[src/sv/rmth_pkg.sv]
package rmth_pkg;

  localparam int unsigned CAPACITY_DEF = 1024;
  localparam int unsigned SAMPLE_W     = 32;
  localparam int unsigned MEDIAN_W     = 33;
  localparam int unsigned COUNT_W      = 11;
  localparam int unsigned S_TDATA_W    = 32;
  localparam int unsigned M_TDATA_W    = 48;

  typedef enum logic [3:0] {
    OP_NONE,
    OP_LOAD,
    OP_DECIDE,
    OP_RT_CHK,
    OP_RT_CMP,
    OP_PU_INIT,
    OP_PU_CHK,
    OP_PU_CMP,
    OP_FINISH
  } dp_op_e;

  typedef struct packed {
    dp_op_e op;
  } dp_cmd_t;

  typedef struct packed {
    logic full;
    logic swap;
    logic last;
    logic out_free;
  } dp_sts_t;

endpackage

[src/sv/rmth_ctrl.sv]
module rmth_ctrl import rmth_pkg::*; (
  input  logic    clk_i,
  input  logic    rst_ni,
  input  logic    s_tvalid_i,
  output logic    s_tready_o,
  input  dp_sts_t sts_i,
  output dp_cmd_t cmd_o
);

  localparam logic [2:0] S_IDLE    = 3'd0;
  localparam logic [2:0] S_DECIDE  = 3'd1;
  localparam logic [2:0] S_RT_CHK  = 3'd2;
  localparam logic [2:0] S_RT_CMP  = 3'd3;
  localparam logic [2:0] S_PU_INIT = 3'd4;
  localparam logic [2:0] S_PU_CHK  = 3'd5;
  localparam logic [2:0] S_PU_CMP  = 3'd6;
  localparam logic [2:0] S_FINISH  = 3'd7;

  logic [2:0] state_q, state_d;

  assign s_tready_o = (state_q == S_IDLE);

  always_comb begin
    state_d   = state_q;
    cmd_o.op  = OP_NONE;
    unique case (state_q)
      S_IDLE: begin
        if (s_tvalid_i) begin
          cmd_o.op = OP_LOAD;
          state_d  = S_DECIDE;
        end
      end
      S_DECIDE: begin
        cmd_o.op = OP_DECIDE;
        if (sts_i.full) begin
          state_d = S_FINISH;
        end else if (sts_i.swap) begin
          state_d = S_RT_CHK;
        end else begin
          state_d = S_PU_CHK;
        end
      end
      S_RT_CHK: begin
        cmd_o.op = OP_RT_CHK;
        state_d  = sts_i.last ? S_PU_INIT : S_RT_CMP;
      end
      S_RT_CMP: begin
        cmd_o.op = OP_RT_CMP;
        state_d  = sts_i.last ? S_PU_INIT : S_RT_CHK;
      end
      S_PU_INIT: begin
        cmd_o.op = OP_PU_INIT;
        state_d  = S_PU_CHK;
      end
      S_PU_CHK: begin
        cmd_o.op = OP_PU_CHK;
        state_d  = sts_i.last ? S_FINISH : S_PU_CMP;
      end
      S_PU_CMP: begin
        cmd_o.op = OP_PU_CMP;
        state_d  = sts_i.last ? S_FINISH : S_PU_CHK;
      end
      S_FINISH: begin
        if (sts_i.out_free) begin
          cmd_o.op = OP_FINISH;
          state_d  = S_IDLE;
        end
      end
      default: begin
        state_d = S_IDLE;
      end
    endcase
  end

  always_ff @(posedge clk_i or negedge rst_ni) begin
    if (!rst_ni) begin
      state_q <= S_IDLE;
    end else begin
      state_q <= state_d;
    end
  end

endmodule

[config.mk]
export PLATFORM = sky130hd
export DESIGN_NAME = rmth_ctrl
export DESIGN_NICKNAME = d
export VERILOG_FILES = /design/src/sv/rmth_pkg.sv /design/src/sv/rmth_ctrl.sv
export SDC_FILE = /design/constraint.sdc
export NUM_CORES = 1
export LEC_CHECK = 0
export ABC_CLOCK_PERIOD_IN_PS = 2000
export BUFFER_PORTS_ARGS = -buffer_cell sky130_fd_sc_hd__buf_2
export CAP_MARGIN = 20
export CORE_AREA = 2 2 39 41
export CTS_CLUSTER_SIZE = 25
export DETAILED_ROUTE_END_ITERATION = 12
export DIE_AREA = 0 0 41 43
export PLACE_DENSITY = 0.39
export REMOVE_ABC_BUFFERS = 1
export SLEW_MARGIN = 20
export SYNTH_ARGS = -nofsm -noshare
export SYNTH_HDL_FRONTEND = slang
export SYNTH_SLANG_ARGS = --single-unit
[constraint.sdc]
create_clock -name clk_i -period 2 [get_ports clk_i]
set_input_delay 0.1 -clock clk_i [delete_from_list [all_inputs] [get_ports clk_i]]
set_output_delay 0.1 -clock clk_i [all_outputs]
set_load 0.03 [all_outputs]
# [Word level (Yosys, flattened, before mapping)]
# Index checks and enable logic that the tools add are counted.
[totals] out_inout_bits=5 ff_bits=3 elab_cells=24
[op_classes] n_eq_ne=9 mux=12 reduce_logical=2
[op_table] operator="case mux 4 bit (8 select lines)" count=1
[op_table] operator="case mux 3 bit (8 select lines)" count=1
[op_table] operator="two-way mux 3 bit" count=6
[op_table] operator="== test 3 bit (second input constant)" count=4
[op_table] operator="== test 3 x 2 -> 1 bit (second input constant)" count=2
[op_table] operator="two-way mux 4 bit" count=1
[op_table] operator="inequality test 2 bit (second input constant)" count=2
[op_table] operator="== test 3 x 1 -> 1 bit (second input constant)" count=1
[op_table] operator="logical NOT 3 bit" count=1
[op_table] operator="two-way mux 1 bit" count=2
[op_table] operator="two-way mux 2 bit" count=1
[op_table] operator="AND reduction 2 bit" count=1

# [Depth between registers and ports, before layout]
# Gate-level depths: netlist of the first run.
[depth] depth_word=3 depth_mapped=4 mapped_depth_nobuf=3

# [Least setup slack after synthesis of the first run]
# No wires, ideal clock.
[synth_timing] kind="register -> output" from="register state_q[2]" to="output port s_tready_o" arrival_ps=1238 path_stages_with_launch=3 path_buffers=1 path_slack_ps=662 cell_sequence="dfrtp_1 buf_2 nor3_1"
[synth_between] elab_chain_cells=1
[synth_rtl] item="from (decl)" line_no="rmth_ctrl.sv:19" rtl="logic [2:0] state_q, state_d;"
[synth_rtl] item="from (signal assigned)" line_no="rmth_ctrl.sv:79" rtl="state_q <= state_d;"
[synth_rtl] item="logical NOT 3 bit" line_no="rmth_ctrl.sv:21" rtl="assign s_tready_o = (state_q == S_IDLE);"
[synth_rtl] item="to (decl)" line_no="rmth_ctrl.sv:5" rtl="output logic s_tready_o,"
# No other way between the ends.

==> impl_metrics.tcl, run 1 <==
set metrics [dict create \
    outcome "finished clean" \
    ant_nets 0 \
    wl_um 582 \
    drc 0 \
    grt_pass1_vias 204 \
    final.setup.tns_ns 0 \
    worst_slew_pin_slew_ns 0.364 \
    syn_avg_cell_area_um2 7.99 \
    place_ws_ns 0.663 \
    final-setup-viol-count 0 \
    grt_antenna_before_repair 0 \
    globalplace.congestion 0.679 \
    largest_reg_flops 3 \
    clock_latency_ns 0.24 \
    hpwl_um 415 \
    vias 257 \
    cts_made_buffers 3 \
    cts_tree "yes" \
    ir_drop_v 0.000619 \
    grt_pass1_wl_um 876 \
    port_buffers 11 \
    timing.slew.headroom_pct 75.8 \
    post-route-period-util_pct 69.9 \
    first_iter_violations 7 \
    drt_pre_antenna_iters 4 \
    drive_gt1_share_pct 34.1 \
    syn-cell-area_um2 248 \
    synth-seq-cells 3 \
    ys_seq_area_share_pct 30.3 \
    fin_ws_ns 0.603 \
    synthCells 31 \
    ctsLongestPathBuffers 2 \
    p_per_area_nw_per_um2 2050 \
    fin_skew_ns 0.00591 \
    cts_resized 0 \
    die_x_um 41 \
    leakagePower_uw 0.000155 \
    synth.yosys.warnings 0 \
    final-seq-area_um2 75.1 \
    crit_fanout 13 \
    die_area_um2 1760 \
    n_fill_cell 154 \
    viasPerCell 4.28 \
    ys_types 19 \
    finalPower_uw 692 \
    core-area_um2 1380 \
    multi_input_area_um2 148 \
    grt_start_max_net_pins 14 \
    regMostFlops "state_q" \
    fp.dieH_um 43 \
    finalHoldViolCount 0 \
    area_growth_pct 36.4 \
    cap_violations 0 \
    endpoint_kind "primary output" \
    clk_pin_slew_worst_paths_ns 0.04 \
    critPathLaunchType "register" \
    initial_core_util_pct 17.9 \
    cts_max_level 1 \
    holdCritPathClass "in -> async" \
    root_buffer "clkbuf_4" \
    nets 52 \
    rsz0062_at_grt "false" \
    slew_viol_final 0 \
    route.detailed.wl_per_inst_um 9.70 \
    criticalPathCategory "reg -> out" \
    utilization_pct 24.4 \
    crit_required_ns 1.90 \
    ioPinCount 12 \
    largestRegisters "state_q: 3 flops" \
    layout_min_cycle_time_ns 1.40 \
    gr-total-overflow 0 \
    arrival_ns 1.30 \
    grt_usage_pct 8.53 \
    fmax_mhz 716 \
    insertedDiodeCount 0 \
    cts.sinks 3 \
    rows 14 \
]
routing by layer:
| layer | wire, um | track usage, % | vias to the layer above | part of all wire [%] |
|---|---|---|---|---|
| li1 | - | - | 136 | - |
| met1 | 280 | 10.3 | 105 | 48 |
| met2 | 219 | 8.13 | 13 | 38 |
| met3 | 59 | 6.28 | 3 | 10 |
| met4 | 22 | 10.0 | 0 | 3.8 |
| met5 | 0 | 0 | - | 0 |
where the power goes:
group	internal (uW)	total, uW	switching (uW)
logic	147	394	247
clock network	74.9	109	34.1
registers	93.6	188	94.7
cell usage in the layout (no fill, tap or decap), types with 2 or more instances in the layout:
| cell type | Yosys | routed |
|---|---|---|
| buf_2 | 2 | 11 |
| a21oi_1 | 2 | 2 |
| dfrtp_1 | 3 | 3 |
| o221ai_1 | 2 | 2 |
| nor2_1 | 2 | 2 |
| nor3_1 | 3 | 3 |
| clkbuf_4 | 0 | 3 |
| nand2b_1 | 2 | 2 |
| nand2_1 | 4 | 4 |
path summary, 6_finish.rpt:
path                                         from                      to  slack (ns)  cells past startpoint
max                        state_q[1]$_DFFE_PN0P_                cmd_o[2]        0.60                      3
min                                        rst_ni  state_q[1]$_DFFE_PN0P_        0.18                      2
max reg2reg                state_q[2]$_DFFE_PN0P_  state_q[0]$_DFFE_PN0P_        0.66                      3
min in group clk_i                       sts_i[1]  state_q[1]$_DFFE_PN0P_        0.20                      3
max in group asynchronous                  rst_ni  state_q[2]$_DFFE_PN0P_        1.71                      2
min reg2reg                state_q[0]$_DFFE_PN0P_  state_q[0]$_DFFE_PN0P_        0.75                      2
kinds of logic after synthesis:
logic type	after synthesis	share of synthesized area, %
AND/OR/NAND/NOR	15	31.8
buffers and inverters	4	10.1
flip-flops	3	30.3
AO/OA/AOI/OAI	7	20.7
XOR/XNOR	2	7.07
through the flow:
stage	instance area, um^2	hold WS (ns)	cells
floorplan	226	-0.196	28
finish	338	0.178	60
global route	338	0.183	60
detailed placement	302	-0.103	55
global placement	302	-0.100	55
CTS	338	0.175	60
cell type report:
class | count | share of cell area, %
timing repair buffer | 12 | 19.3
sequential | 3 | 22.2
inverter | 1 | 1.11
tap | 16 | 5.93
multi-input combinational | 24 | 43.7
clock buffer | 4 | 7.78
cells in the mapped netlist (all sizes together):
| master | number | share of area [%] |
|---|---|---|
| o21ai | 1 | 3.5 |
| or4 | 1 | 3.0 |
| a21oi | 2 | 4.0 |
| nand2 | 4 | 6.1 |
| xnor2 | 1 | 3.5 |
| xor2 | 1 | 3.5 |
| nor3 | 3 | 6.1 |
| a2bb2oi | 1 | 3.5 |
| o221ai | 2 | 7.1 |
| nor2b | 1 | 2.5 |
| o22ai | 1 | 2.5 |
| nand2b | 2 | 5.0 |
| and4 | 1 | 3.5 |
| or3 | 1 | 2.5 |
| buf | 3 | 8.6 |
| inv | 1 | 1.5 |
| dfrtp | 3 | 30 |
| nor2 | 2 | 3.0 |
worst max-delay path, stage by stage, from the launching register on:
cell,delay [ns]
dfrtp_1,0.55
nand2_1,0.14
xnor2_1,0.15
buf_2,0.22
timing repair:
action,in CTS,in global routing
endpoints found under the hold margin,3,0
hold buffers,1,0
endpoints found under the setup margin,0,0
setup buffers,0,0
Power figures use the tool's default switching activity.
==> run 2: changes to the inputs <==
- ABC_CLOCK_PERIOD_IN_PS: 2000 -> 1250
- PLACE_DENSITY: 0.39 -> 0.4
- clock period: 2 -> 1.25 ns (I/O delays scaled with it)
==> run 2 against run 1 <==
Net effect:
- the flow now finishes with violations (negative setup slack)
- clock skew shrank 0.0058 ns
- wire length grew 17%
- clock power grew 55%
- power grew 120%
- first-iteration DRC count shrank 57%
- cell count grew 12%
- critical path type unchanged
- global-route usage grew 0.24 points
- sequential share of layout area shrank 5.8 points
- setup slack lost 0.61 ns
- combinational power grew to 3.0 times the previous value
- via count grew 11%
==> impl_metrics.tcl, run 2 (synthesis gave the netlist of run 1 again) <==
set metrics [dict create \
    p_per_area_nw_per_um2 3390 \
    utilization_pct 33.1 \
    cts_max_level 1 \
    largestRegisters "state_q: 3 flops" \
    grt_pass1_vias 254 \
    hpwl_um 500 \
    crit_required_ns 1.19 \
    clk_pin_slew_worst_paths_ns 0.04 \
    clkPwrFrac_pct 10.9 \
    regMostFlops "state_q" \
    layout_min_cycle_time_ns 1.26 \
    fmax_mhz 796 \
    grt_antenna_before_repair 0 \
    worst_slew_pin_slew_ns 0.281 \
    post-route-period-util_pct 101 \
    grt_start_max_net_pins 10 \
    endpoint_kind "primary output" \
    r2r-start "state_q[2]$_DFFE_PN0P_" \
    insertedDiodeCount 0 \
    clock_latency_ns 0.23 \
    violations "negative setup slack" \
    crit_fanout 6 \
    gr-total-overflow 0 \
    vias 286 \
    p_sw_uw 712 \
    leakagePower_uw 0.000207 \
    criticalPathCategory "reg -> out" \
    cp_slowest_cell "dfrtp_1" \
    rsz0062_at_grt "true" \
    p_int_uw 841 \
    viasPerCell 4.27 \
    drt_pre_antenna_iters 4 \
    worstPathCellList "buf_6 > buf_6 > xnor2_4 > buf_6" \
    finalHoldViolCount 0 \
    timing.slew.headroom_pct 81.2 \
    arrival_ns 1.19 \
    grt_pass1_wl_um 1000 \
    slew_viol_final 0 \
    largest_reg_flops 3 \
    drive_gt1_share_pct 52.9 \
    mostFrequentLayoutCells "buf_2 (6), buf_4 (6), buf_6 (5), clkbuf_4 (4)" \
    critPathLaunchType "register" \
    rows 14 \
    ant_nets 0 \
    die_area_um2 1760 \
    crit_start "state_q[2]$_DFFE_PN0P_" \
    final.setup.tns_ns -0.00684 \
    grt_usage_pct 8.76 \
    initial_core_util_pct 17.9 \
    drc 0 \
    path_delay_family "buffers and inverters" \
    crit_buf_inv 3 \
    pwr-share-seq_pct 12.6 \
    ioPinCount 12 \
    cts_tree "yes" \
    wl_um 682 \
    outcome "finished, violations left" \
    cap_violations 0 \
    ir_drop_v 0.00107 \
    route.detailed.wl_per_inst_um 10.2 \
    area_growth_pct 84.8 \
    finalPower_uw 1550 \
    globalplace.congestion 0.702 \
    holdCritPathClass "in -> async" \
    root_buffer "clkbuf_4" \
    n_fill_cell 162 \
    fin_skew_ns 0.0000952 \
    design_area_um2 458 \
    cpMostUsedCell "buf_6" \
    comb_power_share_pct 76.5 \
    place_area_um2 332 \
    fp.dieH_um 43 \
    cts.sinks 3 \
    core-area_um2 1380 \
    first_iter_violations 3 \
    cts_made_buffers 3 \
    max_stage_delay_ns 0.40 \
    ctsLongestPathBuffers 2 \
    fin_ws_ns -0.00684 \
    switching_share_pct 45.8 \
    final-setup-viol-count 1 \
    nets 59 \
    die_x_um 41 \
    port_buffers 11 \
]
## run 2: per-stage QoR
step,setup WS [ns],hold slack (ns),instances
floorplan,-0.0169,-0.233,28
global placement,0.0517,-0.137,59
detailed placement,0.0304,-0.139,59
CTS,-0.00257,0.152,65
global route,-0.0616,0.170,67
finish,-0.00684,0.155,67
## run 2: metal layers
metal	global-route usage, %	vias to the layer above	share of wire (%)	routed length, um
met1	11.4	127	45	310
li1	-	150	-	-
met3	3.14	0	7.0	48
met4	6.00	0	0	0
met2	11.6	9	47	323
met5	0	-	0	0
## run 2: worst paths after layout
kind | to | slack, ns | cells past startpoint
min in group clk_i | state_q[0]$_DFFE_PN0P_ | 0.19 | 4
setup reg to reg | state_q[0]$_DFFE_PN0P_ | 0.05 | 3
hold reg to reg | state_q[0]$_DFFE_PN0P_ | 0.66 | 3
setup / recovery | cmd_o[2] | -0.007 | 4
hold / removal | state_q[1]$_DFFE_PN0P_ | 0.16 | 2
max in group asynchronous | state_q[0]$_DFFE_PN0P_ | 0.99 | 2
## run 2: cell type report
type	instances	area (um^2)	area share (%)
well taps	16	20.0	4.37
flip-flops and latches	3	75.1	16.4
multi-input cells	24	184	40.2
inverters	1	3.75	0.820
repair buffers	19	149	32.5
clock buffers	4	26.3	5.74
## run 2: power by group through the flow
stage / Clock, uW / Combinational [uW] / Sequential (uW)
floorplan: 0 / 488 / 262
global placement: 0 / 852 / 195
detailed placement: 0 / 849 / 198
CTS: 177 / 1000 / 189
global route: 181 / 1270 / 204
finish: 169 / 1190 / 196
## run 2: what timing repair did
action / 4_1_cts / 5_1_grt
pin swaps: 1 / 1
hold buffers: 1 / 0
gates resized for setup: 6 / 11
buffers inserted: 1 / 2
endpoints found under the hold margin: 3 / 0
setup endpoints to repair: 3 / 6
## run 2: worst reg2reg max path: stages, from the launching register on
cell      delay, ns
dfrtp_1        0.40
or4_1          0.54
o221ai_2       0.08
o21ai_2        0.07
==> run 3: changes to the inputs <==
--- a/config.mk
+++ b/config.mk
@@ -7,3 +7,3 @@
 export LEC_CHECK = 0
-export ABC_CLOCK_PERIOD_IN_PS = 1250
+export ABC_CLOCK_PERIOD_IN_PS = 1500
 export BUFFER_PORTS_ARGS = -buffer_cell sky130_fd_sc_hd__buf_2
@@ -14,3 +14,3 @@
 export DIE_AREA = 0 0 41 43
-export PLACE_DENSITY = 0.4
+export PLACE_DENSITY = 0.39
 export REMOVE_ABC_BUFFERS = 1
==> constraint.sdc (replaced) <==
create_clock -name clk_i -period 1.5 [get_ports clk_i]
set_input_delay 0.075 -clock clk_i [delete_from_list [all_inputs] [get_ports clk_i]]
set_output_delay 0.075 -clock clk_i [all_outputs]
set_load 0.02 [all_outputs]
==> run 3 against run 2 <==
Net effect:
- the run now ends clean
- sequential share of layout area increased by 4.0 points
- combinational power shrank 46%
- cell count shrank 4.5%
- highest routed layer is now met4
==> impl_metrics.tcl, run 3 (synthesis gave the netlist of run 1 again) <==
set metrics [dict create \
    outcome "finished clean" \
    cts_max_level 1 \
    port_buffers 11 \
    rsz0062_at_grt "false" \
    r2r_slack_ns 0.27 \
    clock_latency_ns 0.24 \
    ctsLongestPathBuffers 2 \
    fp.dieH_um 43 \
    rr_endpoint "state_q[1]$_DFFE_PN0P_" \
    r2r-start "state_q[1]$_DFFE_PN0P_" \
    ioPinCount 12 \
    timing.slew.headroom_pct 81.2 \
    root_buffer "clkbuf_4" \
    cts_tree "yes" \
    area_growth_pct 48.5 \
    wl_um 650 \
    ir_drop_v 0.000935 \
    criticalPathCategory "reg -> out" \
    cts_made_buffers 3 \
    final-setup-viol-count 0 \
    fmax_mhz 798 \
    initial_core_util_pct 17.9 \
    grt_usage_pct 9.63 \
    max_stage_delay_ns 0.38 \
    cap_violations 0 \
    post-route-period-util_pct 83.5 \
    slew_viol_final 0 \
    leakagePower_uw 0.000174 \
    fin_cells 64 \
    globalplace.congestion 0.699 \
    fin_skew_ns 0.00546 \
    worst_slew_pin_slew_ns 0.281 \
    die_x_um 41 \
    regMostFlops "state_q" \
    crit_required_ns 1.42 \
    grt_pass1_wl_um 1080 \
    path_delay_family "flip-flops" \
    largest_reg_flops 3 \
    ant_nets 0 \
    finalHoldViolCount 0 \
    arrival_ns 1.18 \
    core-area_um2 1380 \
    grt_antenna_before_repair 0 \
    hpwl_um 502 \
    crit_buf_inv 2 \
    p_per_area_nw_per_um2 2560 \
    worstPathCellList "buf_4 > nor3_1 > nor2_1 > buf_2" \
    drc 0 \
    insertedDiodeCount 0 \
    final_common_cell "buf_2" \
    n_fill_cell 166 \
    nets 56 \
    final.setup.tns_ns 0 \
    die_area_um2 1760 \
    grt_pass1_vias 265 \
    drt_pre_antenna_iters 2 \
    clk_pin_slew_worst_paths_ns 0.04 \
    drive_gt1_share_pct 39.6 \
    mostFrequentLayoutCells "buf_2 (11), nand2_1 (4), buf_4 (4)" \
    largestRegisters "state_q: 3 flops" \
    dp.cells 59 \
    vias 282 \
    viasPerCell 4.41 \
    holdCritPathClass "in -> async" \
    rows 14 \
    rr_worst_depth 4 \
    endpoint_kind "primary output" \
    cts.sinks 3 \
    first_iter_violations 2 \
    route.detailed.wl_per_inst_um 10.2 \
    post_cts_buffers 0 \
    critPathLaunchType "register" \
    gr-total-overflow 0 \
    grt_start_max_net_pins 12 \
    crit_fanout 11 \
    cp_slowest_cell "dfrtp_1" \
    layout_min_cycle_time_ns 1.25 \
]
==> run 3: per-stage QoR <==
| step | hold WS (ns) | setup WS (ns) | power (uW) | instance area, um^2 | utilization [%] |
|---|---|---|---|---|---|
| after floorplan | -0.221 | 0.233 | 558 | 226 | - |
| after global placement | -0.124 | 0.258 | 812 | 332 | 24.0 |
| after detailed placement | -0.129 | 0.264 | 797 | 332 | 24.0 |
| after CTS | 0.160 | 0.236 | 955 | 368 | 26.6 |
| after global routing | 0.174 | 0.178 | 1020 | 368 | 26.6 |
| final | 0.159 | 0.247 | 941 | 368 | 26.6 |
==> run 3: final cells by class <==
cell class              count  area [um^2]  share of cell area, %
multi-input cells          24          148                   40.1
repair buffers             16         95.1                   25.9
flip-flops and latches      3         75.1                   20.4
clock buffers               4         26.3                   7.14
well taps                  16         20.0                   5.44
inverters                   1         3.75                   1.02
==> run 3: what timing repair did <==
item	4_1_cts	5_1_grt
gates resized for setup	0	0
hold buffers	1	0
hold endpoints to repair	3	0
==> run 3: how the worst max path moves through the flow <==
stage / startpoint / endpoint / slack [ns] / depth (start not counted)
floorplan: state_q[2]$_DFFE_PN0P_ / state_q[0]$_DFFE_PN0P_ / 0.23 / 3
global placement: state_q[1]$_DFFE_PN0P_ / state_q[1]$_DFFE_PN0P_ / 0.26 / 4
detailed placement: state_q[1]$_DFFE_PN0P_ / state_q[1]$_DFFE_PN0P_ / 0.26 / 4
CTS: state_q[2]$_DFFE_PN0P_ / cmd_o[0] / 0.24 / 4
global route: state_q[1]$_DFFE_PN0P_ / state_q[1]$_DFFE_PN0P_ / 0.18 / 4
finish: state_q[2]$_DFFE_PN0P_ / cmd_o[0] / 0.25 / 4
==> run 3: routing by layer <==
layer / track usage, % / vias to the layer above / part of all wire [%]
met2: 11.6 / 12 / 42
met5: 0 / - / 0
li1: - / 143 / -
met1: 12.2 / 125 / 47
met4: 10.0 / 0 / 3.2
met3: 3.14 / 2 / 8.0
==> run 3: worst register-to-register path, cell delays in order, from the launching register on <==
cell	delay, ns
dfrtp_1	0.39
buf_4	0.17
or3_1	0.36
a21oi_1	0.14
nor3_1	0.06
==> run 3: report_power, final <==
part	leakage, uW	internal (uW)	switching [uW]
registers	0.0000346	126	29.8
logic	0.000124	266	373
clock network	0.0000150	99.9	45.4
total	0.000174	492	449
